File: src/hw/rtl/cte_pkg.sv
`timescale 1ns / 1ps
// Package for the clock date and time editor: item types, operation, button
// and cursor codes, field limits and the shared wrap function. No dependencies.
package cte_pkg;

    localparam logic [1:0] OP_LOAD  = 2'd0;
    localparam logic [1:0] OP_PRESS = 2'd1;
    localparam logic [1:0] OP_HOLD  = 2'd2;
    localparam logic [1:0] OP_NONE  = 2'd3;

    localparam logic [1:0] BTN_BACK    = 2'd0;
    localparam logic [1:0] BTN_UP      = 2'd1;
    localparam logic [1:0] BTN_DOWN    = 2'd2;
    localparam logic [1:0] BTN_FORWARD = 2'd3;

    localparam logic [2:0] FIELD_HOUR    = 3'd0;
    localparam logic [2:0] FIELD_MINUTE  = 3'd1;
    localparam logic [2:0] FIELD_SECOND  = 3'd2;
    localparam logic [2:0] FIELD_WEEKDAY = 3'd3;
    localparam logic [2:0] FIELD_DAY     = 3'd4;
    localparam logic [2:0] FIELD_MONTH   = 3'd5;
    localparam logic [2:0] FIELD_YEAR    = 3'd6;

    localparam logic [5:0] HOUR_MAX    = 6'd23;
    localparam logic [5:0] MINUTE_MAX  = 6'd59;
    localparam logic [5:0] SECOND_MAX  = 6'd59;
    localparam logic [5:0] WEEKDAY_MAX = 6'd6;
    localparam logic [5:0] DAY_MAX     = 6'd31;
    localparam logic [5:0] MONTH_MAX   = 6'd12;
    localparam logic [5:0] ZERO_MIN    = 6'd0;
    localparam logic [5:0] ONE_MIN     = 6'd1;
    localparam logic [11:0] YEAR_MAX   = 12'd4095;

    typedef struct packed {
        logic [1:0]  op;
        logic [1:0]  button;
        logic [4:0]  new_hour;
        logic [5:0]  new_minute;
        logic [5:0]  new_second;
        logic [2:0]  new_weekday;
        logic [4:0]  new_day;
        logic [3:0]  new_month;
        logic [11:0] new_year;
    } t_in_item;

    typedef struct packed {
        logic        leave_edit;
        logic [2:0]  selected_field;
        logic [4:0]  out_hour;
        logic [5:0]  out_minute;
        logic [5:0]  out_second;
        logic [2:0]  out_weekday;
        logic [4:0]  out_day;
        logic [3:0]  out_month;
        logic [11:0] out_year;
    } t_out_item;

    // Steps a field by one when it is selected, then folds it back into
    // lo..hi: below the range gives hi, above it gives lo.
    function automatic logic [5:0] wrap_step(input logic [5:0] v, input logic sel,
                                             input logic up, input logic [5:0] lo,
                                             input logic [5:0] hi);
        logic signed [7:0] t;
        t = $signed({2'b00, v});
        if (sel) begin
            t = up ? t + 8'sd1 : t - 8'sd1;
        end
        if (t < $signed({2'b00, lo})) begin
            wrap_step = hi;
        end else if (t > $signed({2'b00, hi})) begin
            wrap_step = lo;
        end else begin
            wrap_step = t[5:0];
        end
    endfunction

endpackage

File: src/hw/rtl/cte_if.sv
`timescale 1ns / 1ps
// Valid/ready channel interfaces for the editor's input and result items.
// Depends on cte_pkg for the payload types.
interface cte_in_if;
    import cte_pkg::*;
    logic     valid;
    logic     ready;
    t_in_item payload;
    modport source(output valid, output payload, input ready);
    modport sink(input valid, input payload, output ready);
endinterface

interface cte_out_if;
    import cte_pkg::*;
    logic      valid;
    logic      ready;
    t_out_item payload;
    modport source(output valid, output payload, input ready);
    modport sink(input valid, input payload, output ready);
endinterface

File: src/hw/rtl/cte_editor.sv
`timescale 1ns / 1ps
// Editor state (cursor, hold enable, seven date and time fields) and the
// next-state logic for one item. Depends on cte_pkg.
module cte_editor (
    input  logic               i_clk,
    input  logic               i_rst_n,
    input  logic               i_take,
    input  cte_pkg::t_in_item  i_item,
    output cte_pkg::t_out_item o_result
);
    import cte_pkg::*;

    logic [2:0]  r_cur_field, n_cur_field;
    logic        r_hold_ok, n_hold_ok;
    logic [4:0]  r_hour, n_hour;
    logic [5:0]  r_minute, n_minute;
    logic [5:0]  r_second, n_second;
    logic [2:0]  r_weekday, n_weekday;
    logic [4:0]  r_day, n_day;
    logic [3:0]  r_month, n_month;
    logic [11:0] r_year, n_year;

    logic        leave;
    logic        adj_en;
    logic        adj_up;
    logic        move_prev;
    logic        move_next;
    logic [2:0]  prev_field;
    logic [2:0]  next_field;
    logic [5:0]  w_hour, w_minute, w_second, w_weekday, w_day, w_month;
    logic [11:0] w_year;

    assign prev_field = (r_cur_field == FIELD_HOUR) ? FIELD_YEAR : r_cur_field - 3'd1;
    assign next_field = (r_cur_field >= FIELD_YEAR) ? FIELD_HOUR : r_cur_field + 3'd1;

    always_comb begin
        leave     = 1'b0;
        adj_en    = 1'b0;
        adj_up    = 1'b0;
        move_prev = 1'b0;
        move_next = 1'b0;
        n_hold_ok = r_hold_ok;
        if (i_item.op == OP_LOAD) begin
            n_hold_ok = 1'b0;
        end else if (i_item.op == OP_PRESS) begin
            n_hold_ok = 1'b1;
            unique case (i_item.button)
                BTN_BACK: begin
                    if (r_cur_field == FIELD_HOUR) leave = 1'b1;
                    else move_prev = 1'b1;
                end
                BTN_UP: begin
                    adj_en = 1'b1;
                    adj_up = 1'b1;
                end
                BTN_DOWN: begin
                    adj_en = 1'b1;
                end
                BTN_FORWARD: begin
                    if (r_cur_field == FIELD_YEAR) leave = 1'b1;
                    else move_next = 1'b1;
                end
            endcase
        end else if (i_item.op == OP_HOLD && r_hold_ok) begin
            unique case (i_item.button)
                BTN_BACK:    move_prev = 1'b1;
                BTN_UP: begin
                    adj_en = 1'b1;
                    adj_up = 1'b1;
                end
                BTN_DOWN:    adj_en = 1'b1;
                BTN_FORWARD: move_next = 1'b1;
            endcase
        end
    end

    // Every adjustment re-checks all fields, so out-of-range loaded values
    // are folded back in on the first step of any field.
    assign w_hour    = wrap_step({1'b0, r_hour}, r_cur_field == FIELD_HOUR, adj_up,
                                 ZERO_MIN, HOUR_MAX);
    assign w_minute  = wrap_step(r_minute, r_cur_field == FIELD_MINUTE, adj_up,
                                 ZERO_MIN, MINUTE_MAX);
    assign w_second  = wrap_step(r_second, r_cur_field == FIELD_SECOND, adj_up,
                                 ZERO_MIN, SECOND_MAX);
    assign w_weekday = wrap_step({3'b000, r_weekday}, r_cur_field == FIELD_WEEKDAY, adj_up,
                                 ZERO_MIN, WEEKDAY_MAX);
    assign w_day     = wrap_step({1'b0, r_day}, r_cur_field == FIELD_DAY, adj_up,
                                 ONE_MIN, DAY_MAX);
    assign w_month   = wrap_step({2'b00, r_month}, r_cur_field == FIELD_MONTH, adj_up,
                                 ONE_MIN, MONTH_MAX);

    always_comb begin
        w_year = r_year;
        if (r_cur_field == FIELD_YEAR) begin
            if (adj_up) begin
                if (r_year != YEAR_MAX) w_year = r_year + 12'd1;
            end else begin
                if (r_year != 12'd0) w_year = r_year - 12'd1;
            end
        end
    end

    always_comb begin
        n_cur_field = r_cur_field;
        n_hour      = r_hour;
        n_minute    = r_minute;
        n_second    = r_second;
        n_weekday   = r_weekday;
        n_day       = r_day;
        n_month     = r_month;
        n_year      = r_year;
        if (i_item.op == OP_LOAD) begin
            n_cur_field = FIELD_HOUR;
            n_hour      = i_item.new_hour;
            n_minute    = i_item.new_minute;
            n_second    = i_item.new_second;
            n_weekday   = i_item.new_weekday;
            n_day       = i_item.new_day;
            n_month     = i_item.new_month;
            n_year      = i_item.new_year;
        end else if (adj_en) begin
            n_hour    = w_hour[4:0];
            n_minute  = w_minute;
            n_second  = w_second;
            n_weekday = w_weekday[2:0];
            n_day     = w_day[4:0];
            n_month   = w_month[3:0];
            n_year    = w_year;
        end else if (move_prev) begin
            n_cur_field = prev_field;
        end else if (move_next) begin
            n_cur_field = next_field;
        end
    end

    always_ff @(posedge i_clk) begin
        if (!i_rst_n) begin
            r_cur_field <= FIELD_HOUR;
            r_hold_ok   <= 1'b0;
            r_hour      <= 5'd0;
            r_minute    <= 6'd0;
            r_second    <= 6'd0;
            r_weekday   <= 3'd0;
            r_day       <= 5'd1;
            r_month     <= 4'd1;
            r_year      <= 12'd0;
        end else if (i_take) begin
            r_cur_field <= n_cur_field;
            r_hold_ok   <= n_hold_ok;
            r_hour      <= n_hour;
            r_minute    <= n_minute;
            r_second    <= n_second;
            r_weekday   <= n_weekday;
            r_day       <= n_day;
            r_month     <= n_month;
            r_year      <= n_year;
        end
    end

    assign o_result.leave_edit     = leave;
    assign o_result.selected_field = n_cur_field;
    assign o_result.out_hour       = n_hour;
    assign o_result.out_minute     = n_minute;
    assign o_result.out_second     = n_second;
    assign o_result.out_weekday    = n_weekday;
    assign o_result.out_day        = n_day;
    assign o_result.out_month      = n_month;
    assign o_result.out_year       = n_year;

`ifndef NO_ASSERTIONS
    a_cursor_range: assert property (@(posedge i_clk) disable iff (!i_rst_n)
        r_cur_field <= FIELD_YEAR)
        else $error("cursor beyond the year field");
    a_load_resets: assert property (@(posedge i_clk) disable iff (!i_rst_n)
        i_take && i_item.op == OP_LOAD |=> r_cur_field == FIELD_HOUR && !r_hold_ok)
        else $error("load did not home the cursor or block holds");
    a_leave_keeps: assert property (@(posedge i_clk) disable iff (!i_rst_n)
        i_take && leave |=> $stable(r_cur_field) && $stable(r_year) && r_hold_ok)
        else $error("leaving press altered the cursor or values");
`endif

endmodule

File: src/hw/rtl/cte_out_skid.sv
`timescale 1ns / 1ps
// Result register with a skid stage, so the input side keeps a registered
// ready while the result side stalls. Depends on cte_pkg and cte_if.
module cte_out_skid (
    input  logic               i_clk,
    input  logic               i_rst_n,
    input  logic               i_take,
    input  cte_pkg::t_out_item i_item,
    output logic               o_in_ready,
    cte_out_if.source          o_out
);
    import cte_pkg::*;

    logic      r_out_v, n_out_v;
    logic      r_skid_v, n_skid_v;
    t_out_item r_out, n_out;
    t_out_item r_skid, n_skid;
    logic      out_done;

    assign out_done   = r_out_v && o_out.ready;
    assign o_in_ready = !r_skid_v;

    always_comb begin
        n_out_v  = r_out_v;
        n_skid_v = r_skid_v;
        n_out    = r_out;
        n_skid   = r_skid;
        if (i_take) begin
            if (!r_out_v || out_done) begin
                n_out   = i_item;
                n_out_v = 1'b1;
            end else begin
                n_skid   = i_item;
                n_skid_v = 1'b1;
            end
        end else if (r_skid_v && out_done) begin
            n_out    = r_skid;
            n_skid_v = 1'b0;
        end else if (out_done) begin
            n_out_v = 1'b0;
        end
    end

    always_ff @(posedge i_clk) begin
        if (!i_rst_n) begin
            r_out_v  <= 1'b0;
            r_skid_v <= 1'b0;
        end else begin
            r_out_v  <= n_out_v;
            r_skid_v <= n_skid_v;
        end
    end

    always_ff @(posedge i_clk) begin
        r_out  <= n_out;
        r_skid <= n_skid;
    end

    assign o_out.valid   = r_out_v;
    assign o_out.payload = r_out;

`ifndef NO_ASSERTIONS
    a_skid_behind_out: assert property (@(posedge i_clk) disable iff (!i_rst_n)
        r_skid_v |-> r_out_v)
        else $error("skid entry held with an empty result register");
    a_no_take_when_full: assert property (@(posedge i_clk) disable iff (!i_rst_n)
        i_take |-> !r_skid_v)
        else $error("transfer accepted with the skid stage full");
`endif

endmodule

File: src/hw/rtl/clock_time_field_editor.sv
`timescale 1ns / 1ps
// Date and time field editor: every input transfer (load, button press or
// button hold) yields exactly one result transfer showing the cursor, the
// leave flag and all seven fields after that step. One item per clock is
// accepted while the skid stage is empty; each result is registered in the
// result register, and a skid stage keeps the input ready for one more item
// while the result side stalls. Depends on cte_pkg, cte_if, cte_editor and
// cte_out_skid.
module clock_time_field_editor (
    input  logic      i_clk,
    input  logic      i_rst_n,
    cte_in_if.sink    i_in,
    cte_out_if.source o_out
);
    import cte_pkg::*;

    logic      take;
    logic      in_ready;
    t_out_item result;

    assign take       = i_in.valid && in_ready;
    assign i_in.ready = in_ready;

    cte_editor u_editor (
        .i_clk    (i_clk),
        .i_rst_n  (i_rst_n),
        .i_take   (take),
        .i_item   (i_in.payload),
        .o_result (result)
    );

    cte_out_skid u_out (
        .i_clk      (i_clk),
        .i_rst_n    (i_rst_n),
        .i_take     (take),
        .i_item     (result),
        .o_in_ready (in_ready),
        .o_out      (o_out)
    );

endmodule

File: src/flat_wrapper.sv
// flat-port wrapper written by rule: the top's interface ports become plain ports
module clock_time_field_editor_flat import cte_pkg::*;
  (i_clk, i_rst_n, i_in_valid, i_in_payload, i_in_ready, o_out_valid, o_out_payload, o_out_ready);
  cte_in_if i_in_i ();
  cte_out_if o_out_i ();
  input  logic i_clk;
  input  logic i_rst_n;
  input wire logic [$bits(i_in_i.valid)-1:0] i_in_valid;
  input wire logic [$bits(i_in_i.payload)-1:0] i_in_payload;
  output wire logic [$bits(i_in_i.ready)-1:0] i_in_ready;
  output wire logic [$bits(o_out_i.valid)-1:0] o_out_valid;
  output wire logic [$bits(o_out_i.payload)-1:0] o_out_payload;
  input wire logic [$bits(o_out_i.ready)-1:0] o_out_ready;
  assign i_in_i.valid = i_in_valid;
  assign i_in_i.payload = i_in_payload;
  assign i_in_ready = i_in_i.ready;
  assign o_out_valid = o_out_i.valid;
  assign o_out_payload = o_out_i.payload;
  assign o_out_i.ready = o_out_ready;
  clock_time_field_editor u_core (.i_clk(i_clk), .i_rst_n(i_rst_n), .i_in(i_in_i), .o_out(o_out_i));
endmodule
File: config.mk
export PLATFORM = sky130hd
export DESIGN_NAME = clock_time_field_editor_flat
export DESIGN_NICKNAME = d
export VERILOG_FILES = /design/src/hw/rtl/cte_pkg.sv /design/src/hw/rtl/cte_if.sv /design/src/hw/rtl/cte_editor.sv /design/src/hw/rtl/cte_out_skid.sv /design/src/hw/rtl/clock_time_field_editor.sv /design/src/flat_wrapper.sv
export SDC_FILE = /design/constraint.sdc
export NUM_CORES = 1
export LEC_CHECK = 0
export ABC_AREA = 1
export BUFFER_PORTS_ARGS = -buffer_cell sky130_fd_sc_hd__buf_2
export CAP_MARGIN = 15
export CELL_PAD_IN_SITES_DETAIL_PLACEMENT = 1
export CELL_PAD_IN_SITES_GLOBAL_PLACEMENT = 1
export CORE_AREA = 3 3 171 173
export DETAILED_ROUTE_END_ITERATION = 12
export DIE_AREA = 0 0 174 176
export HOLD_SLACK_MARGIN = 0.05
export PLACE_DENSITY_LB_ADDON = 0.1
export SLEW_MARGIN = 20
export SYNTH_ARGS = -nofsm -noshare
export SYNTH_HDL_FRONTEND = slang
export SYNTH_SLANG_ARGS = --single-unit
File: constraint.sdc
create_clock -name i_clk -period 6.8 [get_ports i_clk]
set_input_delay 0.68 -clock i_clk [delete_from_list [all_inputs] [get_ports i_clk]]
set_output_delay 0.68 -clock i_clk [all_outputs]
set_load 0.02 [all_outputs]
### Word level (Yosys, flattened, before mapping)

Index checks and enable logic that the tools add are counted.

* register bits after elaboration: 137
* input port bits: 49
* word-level logic and storage cells: 179

* add/sub/neg operators: 16
* order comparisons: 13
* eq/ne operators: 15
* multiplexer cells: 85
* bitwise operators: 1
* reductions and logical operators: 20

Operator list (number)
* 45-bit 2-to-1 mux: 3
* 8-bit 2-to-1 mux: 12
* 12-bit 2-to-1 mux: 6
* 6-bit 2-to-1 mux: 8
* 5-bit 2-to-1 mux: 8
* 1-bit 2-to-1 mux: 33
* 8-bit by 1-bit less-than comparator with 1-bit output, second input constant: 4
* 3-bit 2-to-1 mux: 10
* 8-bit by 6-bit greater-than comparator with 1-bit output, second input constant: 2
* 8-bit by 7-bit greater-than comparator with 1-bit output, second input constant: 2
* 8-bit by 2-bit less-than comparator with 1-bit output, second input constant: 2
* 4-bit 2-to-1 mux: 4
* 6-bit by 1-bit adder with 7-bit output, second input constant: 2
* 6-bit by 1-bit subtractor with 7-bit output, second input constant: 2
* 12-bit by 1-bit adder with 12-bit output, second input constant: 1
* 5-bit by 1-bit adder with 6-bit output, second input constant: 2
* 12-bit != test, second input constant: 1
* 12-bit nonzero test: 1
* 12-bit by 1-bit subtractor with 12-bit output, second input constant: 1
* 5-bit by 1-bit subtractor with 6-bit output, second input constant: 2
* 3-bit equality test, second input constant: 3
* 8-bit by 4-bit greater-than comparator with 1-bit output, second input constant: 1
* 8-bit by 5-bit greater-than comparator with 1-bit output, second input constant: 1
* 2-bit AND reduction: 4
* 23 further kinds: 35

### Depth between registers and ports, before layout

* word-level depth: 14
* depth in mapped cells: 17
* depth with buffers taken out: 17

### By module

From an unflattened synthesis, not the netlist that was laid out.

* cell total of the unflattened synthesis: 1235
* area total of the unflattened synthesis: 8812.2 µm²

By module, submodules not included
* cte_editor: instances 1, cells each 982, area each 5415.2 µm², sequential area each 900.9 µm²
* cte_out_skid: instances 1, cells each 251, area each 3389.5 µm², sequential area each 2742.6 µm²
* clock_time_field_editor: instances 1, cells each 2, area each 7.5 µm², sequential area each 0.0 µm²

### Least setup slack after synthesis

No wires, ideal clock.

* path type: input to register
* start point: in i_in_valid
* end point: reg u_core.u_out.r_out (netlist bit u_core.u_out.o_out.payload[0]), enable pin
* setup time: 0.448 ns
* data arrival time: 3.183 ns
* data required time: 6.352 ns
* path slack: 3.169 ns
* stages on the path: 5
* path buffers: 1
* cell sequence: nand2_1 inv_1 clkbuf_1 a21oi_1 nor2_1

* word-level cells in the longest chain between the ends: 3

Ends and longest elaborated chain
* start, declared: RTL line flat_wrapper.sv:8 `input wire logic [$bits(i_in_i.valid)-1:0] i_in_valid;`
* 1-bit logical AND *: RTL line clock_time_field_editor.sv:21 `assign take = i_in.valid && in_ready;`
* 2-bit != test (no line) or 2-bit nonzero test (tied branches)
* 2-bit AND reduction (no line) *
* end signal, assigned: RTL line cte_out_skid.sv:55 `r_out <= n_out;`
* end, declared: RTL line cte_out_skid.sv:16 `t_out_item r_out, n_out;`

Mark *: on every way between the ends. The rest lies on a longest branch, timed or not.
A chain may end at the register's enable or synchronous reset.

==> flow_summary.json <==
{
  "cts_tree": "built",
  "ir_drop_mv": 0.139,
  "power_leakage_uw": 0.00436,
  "combPwrFrac": 0.169,
  "swShare": 0.314,
  "synth_top_cells_by_area": "edfxtp_1, nand2_1, dfxtp_1",
  "fin_area_um2": 9730,
  "finalSetupViolCount": 0,
  "clk_pin_slew_ns": 0.07,
  "post-dp-hpwl_um": 17300,
  "cp.arrival_ns": 2.92,
  "rsz0062_at_grt": "no",
  "cts_sinks": 137,
  "power_frac_clock": 0.408,
  "cts_root_buf": "clkbuf_16",
  "tightest_slew_ns": 1.04,
  "max_slew_margin": 0.303,
  "chipHeight_um": 176,
  "yosysSeqAreaShare": 0.436,
  "wl_per_cell_um": 16.4,
  "synth_edf_count": 90,
  "most-common-layout-cells": "nand2_1, buf_2, edfxtp_1, inv_1, a21oi_1",
  "crit_slowest_cell": "nor2_2",
  "synth.net_count": 1202,
  "critPathCaptureType": "flop",
  "yosys_most_used_dff": "edfxtp_1",
  "yosys.area.top_type": "edfxtp_1",
  "yosys_warnings": 0,
  "post_cts_buffers": 0,
  "status": "finished clean",
  "antenna_found_initial": 0,
  "cp_max_fo": 34,
  "die_x_um": 174,
  "grt_max_degree": 67,
  "place_area_um2": 9150,
  "gp_congestion": 0.839,
  "io_pins": 96,
  "remaining_drc_errors": 0,
  "nNetsFinal": 1275,
  "core-area_um2": 27800,
  "start_util": 0.301,
  "insertion_delay_ns": 0.42,
  "cts_made_buffers": 17,
  "grt_pass1_vias": 8196,
  "drt-initial-drc-count": 384,
  "hold_viol": 0,
  "num_rows": 61,
  "fmax_mhz": 363,
  "layout-drive-gt1-share": 0.142,
  "syn-instance-count": 1129,
  "crit_path_start_kind": "primary input",
  "period_minus_slack_ns": 2.76,
  "power_density_nw_per_um2": 238,
  "grt_pass1_wl_um": 43100,
  "final_antenna_net_count": 0,
  "io_buffers": 95,
  "syn_to_final_growth_pct": 16.5,
  "switching_power_uw": 726,
  "internal_power_uw": 1590,
  "wl_um": 26100,
  "setup_tns_ns": 0,
  "synthArstFlopShare": 0,
  "critPathKind": "in2reg",
  "rrSetupSlack_ns": 4.15,
  "cp.required_ns": 6.97,
  "drv_cap": 0,
  "syn-cell-area_um2": 8350,
  "hp-class": "reg2reg",
  "via_per_inst": 4.80,
  "cts_resized": 0,
  "avgSynthCellArea_um2": 7.40,
  "final_common_cell": "nand2_1",
  "num_antenna_cells": 0,
  "grt.overflow.total": 0,
  "ctsHtreeMaxLevel": 4,
  "dp_slack_ns": 3.56,
  "finalCritPeriodShare": 0.405,
  "crit_top_cell": "nand2_1",
  "p_seq_frac": 0.423,
  "first_pass_iters": 4,
  "track_usage": 0.175,
  "slew_viol_final": 0,
  "crit_path_cell_trace": "buf_2, inv_1, ha_1, nand2_1, buf_4, nor2_2, inv_1, a21oi_1, xor2_1, nand2_1, o211ai_1, nand2_1",
  "holdBufCountCts": 0,
  "ys_ff_latch": 137,
  "slowest_delay_ns": 0.50,
  "synth_cell_types": 39,
  "netlist.area_leader.share": 0.324,
  "dieArea_um2": 30600,
  "num_vias": 7643,
  "cts_buffer_depth": 2,
  "fin_skew_ns": 0.0141,
  "fin_ws_ns": 4.04
}
-- kinds of logic after synthesis --
family          after synthesis  share of synthesized area
compound gates              172                      0.114
fa+ha+maj                    24                     0.0360
xor+xnor                     33                     0.0346
flops                       137                      0.436
buf+inv                     146                     0.0710
simple gates                617                      0.308
-- critical path: cells and delay by family --
| family | cells | cell delay, ns |
|---|---|---|
| compound gates | 2 | 0.35 |
| simple gates | 4 | 0.71 |
| fa+ha+maj | 1 | 0.30 |
| xor+xnor | 1 | 0.17 |
| buf+inv | 4 | 0.70 |
-- power groups by stage --
| stage | clock network (uW) | registers [uW] | logic (uW) |
|---|---|---|---|
| after floorplan | 0 | 1010 | 248 |
| after global placement | 0 | 997 | 390 |
| after detailed placement | 0 | 996 | 393 |
| after CTS | 974 | 979 | 397 |
| after global routing | 1010 | 985 | 448 |
| final | 945 | 978 | 391 |
-- flip-flops by register name, summed over array words and instances (netlist names) --
register / cells
u_core.u_editor.r_minute: 6
u_core.u_out.r_skid_v: 1
u_core.u_out.o_out.payload: 45
u_core.u_editor.r_day: 5
u_core.u_editor.r_hold_ok: 1
u_core.u_out.r_skid: 45
u_core.u_editor.r_hour: 5
u_core.u_editor.r_cur_field: 3
u_core.u_editor.r_weekday: 3
u_core.u_editor.r_month: 4
u_core.u_editor.r_second: 6
u_core.u_out.o_out.valid: 1
u_core.u_editor.r_year: 12
-- path summary, 6_finish.rpt --
| kind | from | end | cells past startpoint |
|---|---|---|---|
| hold reg to reg | u_core.u_out.r_skid_v | u_core.u_out.r_skid_v | 2 |
| hold / removal | u_core.u_out.r_skid_v | u_core.u_out.r_skid_v | 2 |
| setup reg to reg | u_core.u_editor.r_hold_ok | u_core.u_out.o_out.payload[0] | 11 |
| setup / recovery | i_in_payload[41] | u_core.u_out.o_out.payload[0] | 12 |
-- metrics by stage --
step,hold slack [ns],instances,power [uW],utilization
after global placement,0.484,1561,1390,0.329
final,0.492,1593,2310,0.350
after global routing,0.502,1593,2440,0.350
after detailed placement,0.480,1561,1390,0.329
after CTS,0.495,1593,2350,0.350
after floorplan,0.457,1129,1260,-
-- synth_stat cells (4+ instances only) --
cell / number
nand2_1: 433
inv_1: 91
edfxtp_1: 90
a21oi_1: 82
nand3_1: 78
nor2_1: 55
o21ai_0: 50
dfxtp_1: 47
clkbuf_1: 31
ha_1: 24
xor2_1: 24
or2_2: 12
a21boi_0: 11
o211ai_1: 11
nand4_1: 10
buf_2: 9
nor3_1: 9
xnor2_1: 9
buf_4: 5
inv_2: 4
nand2_2: 4
nand3_2: 4
nand3b_1: 4
-- layout make-up --
class / instances / area, um^2
fillers: 3501 / 18100
inverters: 97 / 364
repair buffers: 103 / 536
clock buffers: 17 / 425
clock inverters: 15 / 151
flip-flops and latches: 137 / 3640
multi-input cells: 846 / 4140
well taps: 378 / 473
-- per-layer routing --
metal,routed length (um),GRT usage,share of wire,vias to the layer above
li1,-,-,-,3847
met1,12900,0.233,0.49,3671
met2,12300,0.299,0.47,108
met3,678,0.0297,0.026,17
met4,295,0.0392,0.011,0
met5,0,0,0,-
Power figures use the tool's default switching activity.
